<file path="src/design/rgb_status_led_sequencer_core_defines.svh">
// assertion macros for the rgb status pixel sequencer
`ifndef RGB_STATUS_LED_SEQUENCER_CORE_DEFINES_SVH
`define RGB_STATUS_LED_SEQUENCER_CORE_DEFINES_SVH

// same-cycle implication, checked outside reset
`define RGBSL_ASSERT_IMPLIES(label, clk, rst, pre, post) \
   label: assert property (@(posedge clk) disable iff (rst) (pre) |-> (post)) \
      else $error("rgbsl assertion failed");

// next-cycle implication, checked outside reset
`define RGBSL_ASSERT_NEXT(label, clk, rst, pre, post) \
   label: assert property (@(posedge clk) disable iff (rst) (pre) |=> (post)) \
      else $error("rgbsl assertion failed");

`endif

</file>
<file path="src/design/rgbsl_pkg.sv">
// shared types and constants for the rgb status pixel sequencer
`default_nettype none

package rgbsl_pkg;

   // elapsed tick counter width
   localparam int TICK_BITS = 10;
   // compare width, wide enough for the counter and the period register
   localparam int CMP_BITS  = (TICK_BITS > 10) ? TICK_BITS : 10;

   localparam logic [TICK_BITS-1:0] TICK_MAX = '1;

   // request types
   localparam logic [1:0] REQ_TICK   = 2'd0;
   localparam logic [1:0] REQ_COLOUR = 2'd1;
   localparam logic [1:0] REQ_MODE   = 2'd2;

   // mode numbers
   localparam logic [2:0] MODE_STATIC_GREEN = 3'd0;
   localparam logic [2:0] MODE_FAST_GREEN   = 3'd1;
   localparam logic [2:0] MODE_RED_BLINK    = 3'd2;
   localparam logic [2:0] MODE_DONE_BLINK   = 3'd3;
   localparam logic [2:0] MODE_WARN_BLINK   = 3'd4;
   localparam logic [2:0] MODE_AMBER        = 3'd5;

   // colours, red in the top byte
   localparam logic [23:0] COL_BLACK  = 24'h000000;
   localparam logic [23:0] COL_GREEN  = 24'h00FF00;
   localparam logic [23:0] COL_RED    = 24'hFF0000;
   localparam logic [23:0] COL_ORANGE = 24'hFFA500;
   localparam logic [23:0] COL_AMBER  = 24'hFF7F00;

   // intervals in ticks
   localparam int DONE_INTERVAL = 200;
   localparam int WARN_INTERVAL = 300;
   localparam logic [9:0] PERIOD_FAST = 10'd50;
   localparam logic [9:0] PERIOD_SLOW = 10'd500;
   localparam logic [9:0] PERIOD_WARN = 10'd300;
   localparam logic [2:0] DONE_PHASES = 3'd6;

   typedef struct packed {
      logic [1:0] req_type;
      logic [7:0] red_in;
      logic [7:0] green_in;
      logic [7:0] blue_in;
      logic [2:0] mode_in;
   } req_item_type;

   typedef struct packed {
      logic [7:0] shown_red;
      logic [7:0] shown_green;
      logic [7:0] shown_blue;
      logic [2:0] active_mode;
   } rsp_item_type;

   typedef struct packed {
      logic [2:0]           mode;
      logic [23:0]          base_colour;
      logic [9:0]           blink_period;
      logic                 blink_on;
      logic                 blink_phase;
      logic                 done_phase;
      logic [2:0]           done_count;
      logic [TICK_BITS-1:0] elapsed;
      logic [23:0]          display_colour;
   } state_type;

endpackage

`default_nettype wire

</file>
<file path="src/design/rgbsl_step.sv">
// next-state logic of the sequencer for one item
`default_nettype none

module rgbsl_step (
   input  wire rgbsl_pkg::state_type    cur,
   input  wire rgbsl_pkg::req_item_type item,
   input  wire                          led_enable,
   output rgbsl_pkg::state_type         nxt
);

   logic [rgbsl_pkg::TICK_BITS-1:0] elapsed_inc;
   logic [rgbsl_pkg::CMP_BITS-1:0]  elapsed_ext;
   logic [rgbsl_pkg::CMP_BITS-1:0]  period_ext;
   logic                            done_due;
   logic                            warn_due;
   logic                            blink_due;
   logic                            is_blinking;
   logic [2:0]                      count_inc;

   // saturating tick count and the interval compares
   always_comb begin
      elapsed_inc = (cur.elapsed == rgbsl_pkg::TICK_MAX) ? cur.elapsed
                    : cur.elapsed + {{(rgbsl_pkg::TICK_BITS-1){1'b0}}, 1'b1};
      elapsed_ext = rgbsl_pkg::CMP_BITS'(elapsed_inc);
      period_ext  = rgbsl_pkg::CMP_BITS'(cur.blink_period);
      done_due    = elapsed_ext >= rgbsl_pkg::CMP_BITS'(rgbsl_pkg::DONE_INTERVAL);
      warn_due    = elapsed_ext >= rgbsl_pkg::CMP_BITS'(rgbsl_pkg::WARN_INTERVAL);
      blink_due   = elapsed_ext >= period_ext;
      is_blinking = cur.blink_on || (cur.mode == rgbsl_pkg::MODE_FAST_GREEN)
                    || (cur.mode == rgbsl_pkg::MODE_RED_BLINK);
      count_inc   = cur.done_count + 3'd1;
   end

   // state update per request type
   always_comb begin
      nxt = cur;
      case (item.req_type)
         rgbsl_pkg::REQ_TICK: begin
            nxt.elapsed = elapsed_inc;
            if (!led_enable) begin
               nxt.display_colour = rgbsl_pkg::COL_BLACK;
            end else if (cur.mode == rgbsl_pkg::MODE_DONE_BLINK) begin
               if (done_due) begin
                  nxt.elapsed        = '0;
                  nxt.done_phase     = ~cur.done_phase;
                  nxt.display_colour = cur.done_phase ? rgbsl_pkg::COL_BLACK
                                       : rgbsl_pkg::COL_ORANGE;
                  // end of an on phase: count it, finish after the last one
                  if (cur.done_phase) begin
                     nxt.done_count = count_inc;
                     if (count_inc >= rgbsl_pkg::DONE_PHASES) begin
                        nxt.mode           = rgbsl_pkg::MODE_STATIC_GREEN;
                        nxt.done_count     = 3'd0;
                        nxt.base_colour    = rgbsl_pkg::COL_GREEN;
                        nxt.display_colour = rgbsl_pkg::COL_GREEN;
                        nxt.blink_on       = 1'b0;
                     end
                  end
               end
            end else if (cur.mode == rgbsl_pkg::MODE_WARN_BLINK) begin
               if (warn_due) begin
                  nxt.elapsed        = '0;
                  nxt.blink_phase    = ~cur.blink_phase;
                  nxt.display_colour = cur.blink_phase ? rgbsl_pkg::COL_BLACK
                                       : rgbsl_pkg::COL_ORANGE;
               end
            end else if (is_blinking) begin
               if (blink_due) begin
                  nxt.elapsed        = '0;
                  nxt.blink_phase    = ~cur.blink_phase;
                  nxt.display_colour = cur.blink_phase ? rgbsl_pkg::COL_BLACK
                                       : cur.base_colour;
               end
            end else begin
               nxt.display_colour = cur.base_colour;
            end
         end
         rgbsl_pkg::REQ_COLOUR: begin
            if (led_enable) begin
               nxt.base_colour    = {item.red_in, item.green_in, item.blue_in};
               nxt.display_colour = {item.red_in, item.green_in, item.blue_in};
               nxt.mode           = rgbsl_pkg::MODE_STATIC_GREEN;
               nxt.blink_on       = 1'b0;
               nxt.done_count     = 3'd0;
            end
         end
         rgbsl_pkg::REQ_MODE: begin
            // modes six and seven are ignored
            if (item.mode_in <= rgbsl_pkg::MODE_AMBER) begin
               nxt.mode        = item.mode_in;
               nxt.elapsed     = '0;
               nxt.blink_phase = 1'b0;
               nxt.done_count  = 3'd0;
               case (item.mode_in)
                  rgbsl_pkg::MODE_STATIC_GREEN: begin
                     nxt.base_colour  = rgbsl_pkg::COL_GREEN;
                     nxt.blink_period = rgbsl_pkg::PERIOD_SLOW;
                     nxt.blink_on     = 1'b0;
                  end
                  rgbsl_pkg::MODE_FAST_GREEN: begin
                     nxt.base_colour  = rgbsl_pkg::COL_GREEN;
                     nxt.blink_period = rgbsl_pkg::PERIOD_FAST;
                     nxt.blink_on     = 1'b1;
                  end
                  rgbsl_pkg::MODE_RED_BLINK: begin
                     nxt.base_colour  = rgbsl_pkg::COL_RED;
                     nxt.blink_period = rgbsl_pkg::PERIOD_SLOW;
                     nxt.blink_on     = 1'b1;
                  end
                  rgbsl_pkg::MODE_DONE_BLINK: begin
                     nxt.done_phase = 1'b1;
                  end
                  rgbsl_pkg::MODE_WARN_BLINK: begin
                     nxt.base_colour  = rgbsl_pkg::COL_ORANGE;
                     nxt.blink_period = rgbsl_pkg::PERIOD_WARN;
                     nxt.blink_on     = 1'b1;
                  end
                  default: begin
                     nxt.base_colour  = rgbsl_pkg::COL_AMBER;
                     nxt.blink_period = rgbsl_pkg::PERIOD_SLOW;
                     nxt.blink_on     = 1'b0;
                  end
               endcase
            end
         end
         default: begin
            nxt = cur;
         end
      endcase
   end

endmodule

`default_nettype wire

</file>
<file path="src/design/rgb_status_led_sequencer_core.sv">
// An accepted item is held in the input register, then its result in the result register.
// Throughput: one item per cycle unless the result stalls; rgbsl_step runs once per item.
// An input register and a result register part the two channels, so a stalled
// result still lets one more item in.
// Reset (synchronous, active high) clears all state to zero and black, and sets led_enable.
`default_nettype none

`include "rgb_status_led_sequencer_core_defines.svh"

module rgb_status_led_sequencer_core (
   input  wire                          clock,
   input  wire                          reset,
   input  wire                          req_valid,
   output logic                         req_ready,
   input  wire rgbsl_pkg::req_item_type req_item,
   output logic                         rsp_valid,
   input  wire                          rsp_ready,
   output rgbsl_pkg::rsp_item_type      rsp_item,
   input  wire                          csr_valid,
   output logic                         csr_ready,
   input  wire                          csr_led_enable
);

   logic                    in_valid_ff;
   rgbsl_pkg::req_item_type in_item_ff;
   logic                    rsp_valid_ff;
   rgbsl_pkg::rsp_item_type rsp_item_ff;
   logic                    led_enable_ff;
   rgbsl_pkg::state_type    state_ff;
   rgbsl_pkg::state_type    state_in;
   logic                    advance;

   // handshake control
   assign advance   = in_valid_ff && (!rsp_valid_ff || rsp_ready);
   assign req_ready = !in_valid_ff || advance;
   assign csr_ready = 1'b1;
   assign rsp_valid = rsp_valid_ff;
   assign rsp_item  = rsp_item_ff;

   // next state for the item in the input register
   rgbsl_step u_step (
      .cur        (state_ff),
      .item       (in_item_ff),
      .led_enable (led_enable_ff),
      .nxt        (state_in)
   );

   // configuration register
   always_ff @(posedge clock) begin
      if (reset) begin
         led_enable_ff <= 1'b1;
      end else if (csr_valid) begin
         led_enable_ff <= csr_led_enable;
      end
   end

   // input register
   always_ff @(posedge clock) begin
      if (reset) begin
         in_valid_ff <= 1'b0;
      end else if (req_ready) begin
         in_valid_ff <= req_valid;
      end
   end

   always_ff @(posedge clock) begin
      if (req_ready && req_valid) begin
         in_item_ff <= req_item;
      end
   end

   // sequencer state, stepped once per item
   always_ff @(posedge clock) begin
      if (reset) begin
         state_ff <= '0;
      end else if (advance) begin
         state_ff <= state_in;
      end
   end

   // result register
   always_ff @(posedge clock) begin
      if (reset) begin
         rsp_valid_ff <= 1'b0;
      end else if (advance) begin
         rsp_valid_ff <= 1'b1;
      end else if (rsp_ready) begin
         rsp_valid_ff <= 1'b0;
      end
   end

   always_ff @(posedge clock) begin
      if (advance) begin
         rsp_item_ff.shown_red   <= state_in.display_colour[23:16];
         rsp_item_ff.shown_green <= state_in.display_colour[15:8];
         rsp_item_ff.shown_blue  <= state_in.display_colour[7:0];
         rsp_item_ff.active_mode <= state_in.mode;
      end
   end

   // checks
   `RGBSL_ASSERT_NEXT(a_advance_gives_result, clock, reset, advance, rsp_valid)
   `RGBSL_ASSERT_NEXT(a_disabled_tick_black, clock, reset,
      advance && !led_enable_ff && (in_item_ff.req_type == rgbsl_pkg::REQ_TICK),
      (rsp_item.shown_red == 8'd0) && (rsp_item.shown_green == 8'd0)
      && (rsp_item.shown_blue == 8'd0))
   `RGBSL_ASSERT_IMPLIES(a_mode_in_range, clock, reset, 1'b1,
      state_ff.mode <= rgbsl_pkg::MODE_AMBER)
   `RGBSL_ASSERT_IMPLIES(a_stalled_holds_input, clock, reset,
      in_valid_ff && rsp_valid_ff && !rsp_ready, !req_ready)

endmodule

`default_nettype wire
</file>
<file path="config.mk">
export PLATFORM = sky130hd
export DESIGN_NAME = rgb_status_led_sequencer_core
export DESIGN_NICKNAME = d
export VERILOG_FILES = /design/src/design/rgbsl_pkg.sv /design/src/design/rgbsl_step.sv /design/src/design/rgb_status_led_sequencer_core.sv
export VERILOG_INCLUDE_DIRS = /design/src /design/src/design
export SDC_FILE = /design/constraint.sdc
export NUM_CORES = 1
export LEC_CHECK = 0
export ABC_AREA = 1
export BUFFER_PORTS_ARGS = -buffer_cell sky130_fd_sc_hd__buf_4
export CORE_MARGIN = 1
export CORE_UTILIZATION = 55
export CTS_BUF_LIST = sky130_fd_sc_hd__clkbuf_4 sky130_fd_sc_hd__clkbuf_8
export DETAILED_ROUTE_END_ITERATION = 8
export HOLD_SLACK_MARGIN = 0.06
export PLACE_DENSITY_LB_ADDON = 0.08
export SYNTH_ARGS = -nofsm -noshare
export SYNTH_HDL_FRONTEND = slang
export SYNTH_SLANG_ARGS = --single-unit
</file>
<file path="constraint.sdc">
create_clock -name clock -period 9.1 [get_ports clock]
set_clock_uncertainty 0.15 [all_clocks]
set_input_delay 0.91 -clock clock [delete_from_list [all_inputs] [get_ports clock]]
set_output_delay 0.91 -clock clock [all_outputs]
set_load 0.1 [all_outputs]
</file>
# Yosys cells after proc, flatten, opt, wreduce, memory -nomap -nowiden
# Index checks and enable logic that the tools add are counted.
# totals
inputBits	35
reg_bits	136
out_inout_bits	30
# classes
n_lt_le_gt_ge	5
addsub	2
eq_ne	24
reduce_logical	19
muxes	47
n_bitwise	3
# op_table
op	n
$mux 24	8
$pmux 35 s5	1
$mux 27	6
$mux 34	4
$pmux 27 s3	1
$mux 53	1
$pmux 24 s2	1
$mux 38	1
$mux 10	2
$pmux 10 s2	1
$mux 16	1
$reduce_and 8->1	2
$mux 1	13
$eq 3x2->1 const B	4
$ne 2x2->1 const B	6
$add 10x1->10 const B	1
$eq 10x10->1 const B	1
$ge 10x10->1	1
$ge 10x8->1 const B	1
$ge 10x9->1 const B	1
$reduce_and 10->1	1
$mux 3	3
$pmux 3 s3	1
$ne 2x1->1 const B	4
23 further kinds	34

# Depth between registers and ports, before layout
# Gate-level depths: netlist of run 1.
# logic_depth
word_depth	9
mapped_depth	23
mapped_depth_nobuf	22

# Modules after synthesis
# From an unflattened synthesis of run 1, not the netlist that was laid out.
# hier_totals
hier_cells	1402
area_unflattened_um2	9316.4
# modules_own_cells
module	seq_area_each_um2	n_inst	cells_each	area_each_um2
rgb_status_led_sequencer_core	3283.1	1	579	5311.3
rgbsl_step	0.0	1	823	4005.1

# Worst setup path after synthesis of run 1
# Ideal clock, no wire load.
# synth_timing
path_type	register to register
start	register rsp_valid_ff (netlist: rsp_valid)
end	register in_item_ff[0] in the netlist's numbering, enable pin
stages_incl_launch_ff	4
setup_ps	385
setup_slack_ps	5880
arrival_time_ps	2685
t_required_ps	8565
path_cell_list	dfxtp_1 -> nand3_1 -> nand2_1 -> inv_1
# synth_between
elab_chain_cells	5
# synth_lines
item	line	source
start, declared	rgb_status_led_sequencer_core.sv:26	logic rsp_valid_ff;
start signal, assigned	rgb_status_led_sequencer_core.sv:84	rsp_valid_ff <= 1'b0;
start signal, assigned	rgb_status_led_sequencer_core.sv:86	rsp_valid_ff <= 1'b1;
start signal, assigned	rgb_status_led_sequencer_core.sv:88	rsp_valid_ff <= 1'b0;
$logic_not 1->1	rgb_status_led_sequencer_core.sv:34	assign advance = in_valid_ff && (!rsp_valid_ff || rsp_ready);
$logic_or 1x1->1	rgb_status_led_sequencer_core.sv:34	
$logic_and 1x1->1	rgb_status_led_sequencer_core.sv:34	
$logic_or 1x1->1	rgb_status_led_sequencer_core.sv:35	assign req_ready = !in_valid_ff || advance;
net req_ready	rgb_status_led_sequencer_core.sv:14	output logic req_ready,
$logic_and 1x1->1	rgb_status_led_sequencer_core.sv:67	if (req_ready && req_valid) begin
end signal, assigned	rgb_status_led_sequencer_core.sv:68	in_item_ff <= req_item;
end, declared	rgb_status_led_sequencer_core.sv:25	rgbsl_pkg::req_item_type in_item_ff;
# The timed path passes the listed nets, and every way through them passes these cells.
# A chain may end at the register's enable or synchronous reset.

# Worst setup path after layout of run 1
# layout_timing
start	register state_ff[24] in the netlist's numbering
end	register state_ff[24] in the netlist's numbering
# layout_between
elab_chain_cells	9
word_cells_on_any_way	14
# layout_lines
item	line	source
start, declared	rgb_status_led_sequencer_core.sv:29	rgbsl_pkg::state_type state_ff;
start signal, assigned	rgb_status_led_sequencer_core.sv:77	state_ff <= state_in;
$add 10x1->10 / $eq 10x10->1 (equally long branches)	rgbsl_step.sv:23, rgbsl_step.sv:22	
$mux 10 (*)	rgbsl_step.sv:22	elapsed_inc = (cur.elapsed == rgbsl_pkg::TICK_MAX) ? cur.elapsed
$ge 10x10->1	rgbsl_step.sv:28	blink_due = elapsed_ext >= period_ext;
$mux 34	rgbsl_step.sv:68	if (blink_due) begin
$mux 10	rgbsl_step.sv:67	end else if (is_blinking) begin
$mux 34	rgbsl_step.sv:60	end else if (cur.mode == rgbsl_pkg::MODE_WARN_BLINK) begin
$mux 34	rgbsl_step.sv:42	end else if (cur.mode == rgbsl_pkg::MODE_DONE_BLINK) begin
$mux 16 (*)	rgbsl_step.sv:40	if (!led_enable) begin
$pmux 10 s2 (*)	rgbsl_step.sv:37	case (item.req_type)
# Mark *: on every way between the ends. The rest lies on a longest branch, timed or not. The select of a mux whose other input is x is not followed.

==> results of run 1 <==
## sequential cells by signal, summed over array words and instances, names as in the netlist
signal	cells
rsp_valid	1
rsp_item	27
state_ff	73
in_item_ff	29
led_enable_ff	1
in_valid_ff	1
## layer usage
layer / GRT usage / share of wire / vias to the layer above
met1: 0.408 / 0.45 / 3357
met5: 0 / 0 / -
met2: 0.463 / 0.45 / 349
met4: 0.103 / 0.011 / 0
li1: - / - / 3793
met3: 0.0571 / 0.089 / 25
## cells in the mapped netlist (3+ instances only)
cell type / n
nand2_1: 340
inv_1: 165
a21oi_1: 112
nand3_1: 79
dfxtp_1: 76
nor2_1: 68
o21ai_0: 62
edfxtp_1: 56
nand4_1: 53
clkbuf_1: 32
buf_2: 14
ha_1: 14
nor3_1: 6
o21a_1: 6
xor2_1: 5
a31oi_1: 4
buf_1: 4
inv_2: 4
nand2_2: 4
a211oi_1: 3
buf_4: 3
buf_6: 3
nand3_2: 3
nor2_4: 3
o21ai_1: 3
## worst register-to-register path, stage by stage, from the launching register on
cell and delay (ps):
dfxtp_1 420, ha_1 270, inv_1 100, nor2_4 150, nand3_1 90, xor2_1 210
nand2_2 100, ha_1 280, nand3_1 70, inv_1 50, nand3_1 90, nor2_1 130
nand3_2 480, nand3_4 490, nand2_1 90, nand2_1 70, nand2_1 80, nand2_1 120
nand3_2 220, nand3b_1 160, a21oi_1 70
## power by group through the flow
stage / combinational [mW] / sequential, mW / clock, mW
2_1_floorplan: 0.160 / 0.731 / 0
3_3_place_gp: 0.275 / 0.678 / 0
3_5_place_dp: 0.278 / 0.679 / 0
4_1_cts: 0.279 / 0.666 / 0.547
5_1_grt: 0.313 / 0.669 / 0.572
6_report: 0.283 / 0.666 / 0.540
## how the worst max path moves through the flow
stage,slack [ps],cells after the start,start,to
6_report,5050,20,state_ff[24],state_ff[24]
5_1_grt,4630,20,state_ff[24],state_ff[25]
4_1_cts,5070,20,state_ff[24],state_ff[24]
3_5_place_dp,5080,20,state_ff[24],state_ff[24]
3_3_place_gp,5200,20,state_ff[24],state_ff[25]
2_1_floorplan,5880,3,rsp_valid,in_item_ff[0]
## placed cells by master, fill, tap and decap left out, types with 5 or more instances in the layout
master | Yosys | final
nand3_1 | 79 | 79
clkbuf_8 | 0 | 17
buf_4 | 3 | 69
nor2_1 | 68 | 68
dfxtp_1 | 76 | 76
o21ai_0 | 62 | 62
o21a_1 | 6 | 6
nand2_1 | 340 | 340
xor2_1 | 5 | 5
nand4_1 | 53 | 53
edfxtp_1 | 56 | 56
ha_1 | 14 | 14
inv_2 | 4 | 5
inv_1 | 165 | 164
nor3_1 | 6 | 6
a21oi_1 | 112 | 112
## cells by family after synthesis
| group | after synthesis | synth area share |
|---|---|---|
| and+or+nand+nor | 566 | 0.314 |
| buffers and inverters | 225 | 0.113 |
| AOI/OAI and AO/OA | 197 | 0.133 |
| DFF | 132 | 0.406 |
| adders and majority gates | 14 | 0.0222 |
| xor gates and xnor gates | 8 | 0.00983 |
| other | 1 | 0.000475 |
| muxes | 1 | 0.00127 |
## area by class of cell
class                   count  area share
multi-input cells         787       0.432
flip-flops and latches    132       0.363
inverters                 169      0.0719
repair buffers             69      0.0587
clock buffers              19      0.0282
well taps                 180      0.0255
clock inverters            13      0.0210
## per-stage QoR
stage / instances / hold slack, ps / utilization / cell area, um2 / power (mW)
global route: 1369 / 337 / 0.633 / 8820 / 1.55
finish: 1369 / 320 / 0.633 / 8820 / 1.49
detailed placement: 1337 / 312 / 0.602 / 8390 / 0.957
floorplan: 1144 / 279 / - / 7890 / 0.891
CTS: 1369 / 323 / 0.633 / 8820 / 1.49
global placement: 1337 / 306 / 0.602 / 8390 / 0.954
==> flow_metrics.py, run 1 <==
metrics = {
    "finish": {
        "fillers": 1315,
        "multi_input_area_um2": 3810,
        "antennaDiodeCount": 0,
        "area_growth_pct": 11.8,
        "drive_above_1_share": 0.103,
        "nets": 1225,
        "register_area_um2": 3200,
    },
    "grt": {
        "gr-total-overflow": 0,
        "grt_pass1_vias": 6887,
        "grt_use_total": 0.296,
        "grt_pass1_wl_mm": 33.8,
        "antenna_found_initial": 0,
        "grt_max_degree": 72,
    },
    "setup_path": {
        "r2r-start": "state_ff[24]",
        "rr_worst_depth": 20,
        "cp_slowest_cell": "nand3_2",
        "cp.arrival_ps": 4200,
        "crit_fanout": 26,
        "max_stage_delay_ps": 480,
        "timing.rr.end": "state_ff[24]",
        "crit_type": "register to register",
        "worstPathRequired_ps": 9250,
        "crit_path_start_kind": "register",
        "critical_path.top_delay_family": "simple AND/OR/NAND/NOR gates",
        "cp_num_buf_inv": 2,
        "endpoint_kind": "register",
        "path_cells": "ha_1 > inv_1 > nor2_4 > nand3_1 > xor2_1 > nand2_2 > ha_1 > nand3_1 > inv_1 > nand3_1 > nor2_1 > nand3_2 > nand3_4 > nand2_1 > nand2_1 > nand2_1 > nand2_1 > nand3_2 > nand3b_1 > a21oi_1",
        "cpMostUsedCell": "nand2_1",
        "r2r_setup_slack_ps": 5050,
    },
    "floorplanning": {
        "rows": 43,
        "core_um2": 13900,
        "dieArea_um2": 14800,
        "die_y_um": 122,
        "io-pin-count": 65,
        "die_width_um": 122,
        "start_util": 0.566,
    },
    "synth": {
        "synth_fp_nets": 1193,
        "synth_area_leaders": "edfxtp_1 (21%), dfxtp_1 (19%), nand2_1 (16%)",
        "synthFlopType": "dfxtp_1",
        "yosysWarnings": 0,
        "synth_area_um2": 7890,
        "synth_edf_count": 56,
        "synth_cell_types": 43,
        "ys_ff_latch": 132,
        "syn_area_per_cell_um2": 6.90,
        "yosysSeqAreaShare": 0.406,
        "yosys.area.top_type": "edfxtp_1",
        "postSynthCellCount": 1144,
        "async_flop_share": 0,
        "synth_top_area_share": 0.213,
    },
    "sta": {
        "hold_viol_final": 0,
        "slew_headroom": 0.229,
        "max_freq_mhz": 247,
        "fin_crit_ps": 4050,
        "finalSetupViolations": 0,
        "timing.final.crit_share": 0.445,
        "grt_setup_unrepaired": "no",
        "maxSlewViolCount": 0,
        "fin_setup_tns_ps": 0,
        "layout_setup_ws_ps": 5050,
        "worst_pin_slew_ps": 1150,
    },
    "route": {
        "dr.first_iter.drc_count": 942,
        "wl_per_cell_um": 14.9,
        "drtAntennaViolNets": 0,
        "via_per_inst": 5.50,
        "route.detailed.drc": 0,
        "wirelength_mm": 20.5,
        "dr_total_vias": 7524,
        "first_pass_iters": 6,
    },
    "power_and_ir_drop": {
        "internal_power_mw": 1.03,
        "p_seq_frac": 0.448,
        "combPwrFrac": 0.190,
        "switchingPower_mw": 0.458,
        "p_leak_nw": 4.14,
        "peakVddDrop_uv": 115,
        "power_density_nw_per_um2": 169,
        "clock_power_share": 0.363,
        "sw_frac_of_total": 0.308,
    },
    "clocking": {
        "cts_inserted_buffers": 17,
        "hold_buffers": 0,
        "cts.sinks": 132,
        "cts.root.buffer_cell": "clkbuf_8",
        "cts_setup_buffers": 0,
        "cts_tree": "built",
        "clock_latency_ps": 460,
        "htree_levels": 4,
        "clkSlewWorstSetupHoldPaths_ps": 70,
        "cts_max_path_buffers": 2,
        "cts.repair.resized": 0,
    },
    "hold_path": {
        "hold_path_depth": 2,
        "worstHoldStart": "state_ff[45]",
        "hold_path_end": "state_ff[45]",
        "min_path_type": "register to register",
    },
    "placed_design": {
        "dp_hpwl_mm": 13.1,
        "gp_congestion": 0.922,
        "place_ws_ps": 5080,
        "port_buffers": 63,
    },
    "job": {
        "maxCapViolCount": 0,
    },
    "run_status": {
        "status": "complete, no violations",
    },
}
Power figures use the tool's default switching activity.
==> run 2, diff against run 1 <==
==> constraint.sdc (replaced) <==
create_clock -name clock -period 3.75 [get_ports clock]
set_clock_uncertainty 0.15 [all_clocks]
set_input_delay 0.375 -clock clock [delete_from_list [all_inputs] [get_ports clock]]
set_output_delay 0.375 -clock clock [all_outputs]
set_load 0.1 [all_outputs]
==> run 2 against run 1 <==
- worst hold slack lost 4.8 ps
- non-clock buffer count grew 50
- worst setup slack lost 4700 ps
- clock power grew 140%
- utilization grew 3.2 points
- clock-buffer cell count is the same
- critical path type unchanged
- fmax grew 20%
- wire length grew 4.3%
- via count grew 2.6%
- cell area grew 5.1%
==> flow_metrics.py, run 2 (synthesis results as in run 1) <==
metrics = {
    "finish": {
        "regMostFlops": "state_ff",
        "multi_input_area_um2": 3810,
        "fillers": 1236,
        "antennaDiodeCount": 0,
        "final_cell_mix": "nand2_1 (340), inv_1 (164), a21oi_1 (112), buf_4 (86), nand3_1 (79)",
        "stdcell_count": 1419,
        "drive_above_1_share": 0.113,
        "final_common_cell": "nand2_1",
        "area_growth_pct": 17.4,
        "largest_register_ffs": 73,
        "nets": 1275,
        "register_area_um2": 3200,
    },
    "power_and_ir_drop": {
        "p_leak_nw": 4.35,
        "power_density_nw_per_um2": 393,
        "peakVddDrop_uv": 434,
    },
    "clocking": {
        "cts.sinks": 132,
        "cts.repair.resized": 0,
        "hold_buffers": 33,
        "clock_latency_ps": 460,
        "cts_tree": "built",
        "cts.root.buffer_cell": "clkbuf_8",
        "cts_max_path_buffers": 2,
        "cts_inserted_buffers": 17,
        "cts_setup_buffers": 0,
        "htree_levels": 4,
        "clkSlewWorstSetupHoldPaths_ps": 80,
    },
    "sta": {
        "timing.final.crit_share": 0.897,
        "hold_viol_final": 0,
        "finalSetupViolations": 0,
        "max_freq_mhz": 297,
        "maxSlewViolCount": 0,
        "fin_crit_ps": 3360,
        "worst_pin_slew_ps": 1040,
        "slew_headroom": 0.308,
        "layout_setup_ws_ps": 386,
        "fin_setup_tns_ps": 0,
        "grt_setup_unrepaired": "no",
    },
    "setup_path": {
        "critical_path.top_delay_family": "simple AND/OR/NAND/NOR gates",
        "crit_type": "register to register",
        "endpoint_kind": "register",
        "worstPathRequired_ps": 3810,
        "max_stage_delay_ps": 410,
        "timing.rr.end": "rsp_item[15]",
        "r2r_setup_slack_ps": 390,
        "crit_fanout": 18,
        "r2r-start": "state_ff[24]",
        "cp.arrival_ps": 3420,
        "crit_path_start_kind": "register",
        "cp_slowest_cell": "dfxtp_1",
        "rr_worst_depth": 21,
        "path_cells": "ha_1 > inv_1 > nor2_4 > nand3_1 > xor2_1 > nand2_2 > ha_1 > nand3_1 > inv_1 > nand3_1 > nor2_1 > nand3_2 > nand3_4 > buf_4 > nand2_1 > nand3_1 > nand2_1 > nand2_1 > nand2_1 > nand2_1 > nand3_1",
        "cp_num_buf_inv": 3,
    },
    "grt": {
        "grt_max_degree": 72,
        "grt_pass1_vias": 6975,
        "gr-total-overflow": 0,
        "grt_use_total": 0.304,
        "antenna_found_initial": 0,
        "grt_pass1_wl_mm": 34.7,
    },
    "route": {
        "dr.first_iter.drc_count": 845,
        "dr_total_vias": 7721,
        "via_per_inst": 5.44,
        "wirelength_mm": 21.4,
        "wl_per_cell_um": 15.0,
        "route.detailed.drc": 0,
        "first_pass_iters": 8,
        "drtAntennaViolNets": 0,
    },
    "floorplanning": {
        "rows": 43,
        "die_y_um": 122,
        "die_width_um": 122,
        "core_um2": 13900,
        "start_util": 0.566,
        "dieArea_um2": 14800,
        "io-pin-count": 65,
    },
    "placed_design": {
        "dp_hpwl_mm": 13.6,
        "gp_congestion": 0.919,
        "dp_cells": 1354,
        "port_buffers": 63,
        "place_ws_ps": 427,
    },
    "run_status": {
        "status": "complete, no violations",
    },
    "hold_path": {
        "hold_path_end": "state_ff[47]",
        "hold_path_depth": 2,
        "min_path_type": "register to register",
        "worstHoldStart": "state_ff[47]",
    },
    "job": {
        "maxCapViolCount": 0,
    },
}
-- run 2: cell types whose count changed in the layout (fill, tap and decap cells not counted) --
cell / change
buf_4: +17
clkinv_4: -2
inv_6: +5
clkinv_2: -3
dlygate4sd3_1: +33
clkinvlp_4: +1
bufinv_16: -1
-- run 2: power breakdown --
group	internal [mW]	leakage, nW	switching, mW
logic	0.219	2.98	0.508
clock network	0.684	0.205	0.612
registers	1.57	1.16	0.0428
total	2.48	4.35	1.16
-- run 2: how the worst max path moves through the flow --
stage	cells after the start	slack (ps)	endpoint	start
after floorplan	3	530	in_item_ff[0]	rsp_valid
after global placement	17	500	rsp_item[16]	state_ff[24]
after detailed placement	21	430	rsp_item[15]	state_ff[24]
after CTS	21	400	rsp_item[15]	state_ff[24]
after global routing	23	130	state_ff[20]	state_ff[24]
final	21	390	rsp_item[15]	state_ff[24]
-- run 2: metal layers --
layer / wire [um] / global-route usage / up-vias
li1: - / - / 3890
met1: 9760 / 0.408 / 3492
met2: 9660 / 0.480 / 305
met3: 1620 / 0.0712 / 34
met4: 320 / 0.103 / 0
met5: 0 / 0 / -
-- run 2: metrics by stage --
stage	hold slack (ps)	power (mW)	area, um2	utilization
finish	315	3.64	9270	0.665
global route	339	3.80	9270	0.665
CTS	311	3.64	9270	0.665
floorplan	279	2.16	7890	-
detailed placement	306	2.34	8520	0.611
global placement	302	2.33	8520	0.611
-- run 2: layout make-up --
| class | count | area share |
|---|---|---|
| Multi-Input combinational cell | 787 | 0.411 |
| Sequential cell | 132 | 0.346 |
| Timing Repair Buffer | 119 | 0.105 |
| Inverter | 169 | 0.0684 |
| Clock buffer | 19 | 0.0269 |
| Tap cell | 180 | 0.0243 |
| Clock inverter | 13 | 0.0188 |
-- run 2: worst register-to-register path, stage by stage, from the launching register on --
cell and delay (ps):
dfxtp_1 410, ha_1 250, inv_1 90, nor2_4 150, nand3_1 100, xor2_1 220, nand2_2 100, ha_1 290
nand3_1 70, inv_1 60, nand3_1 90, nor2_1 130, nand3_2 100, nand3_4 210, buf_4 220, nand2_1 60
nand3_1 60, nand2_1 60, nand2_1 70, nand2_1 50, nand2_1 90, nand3_1 70
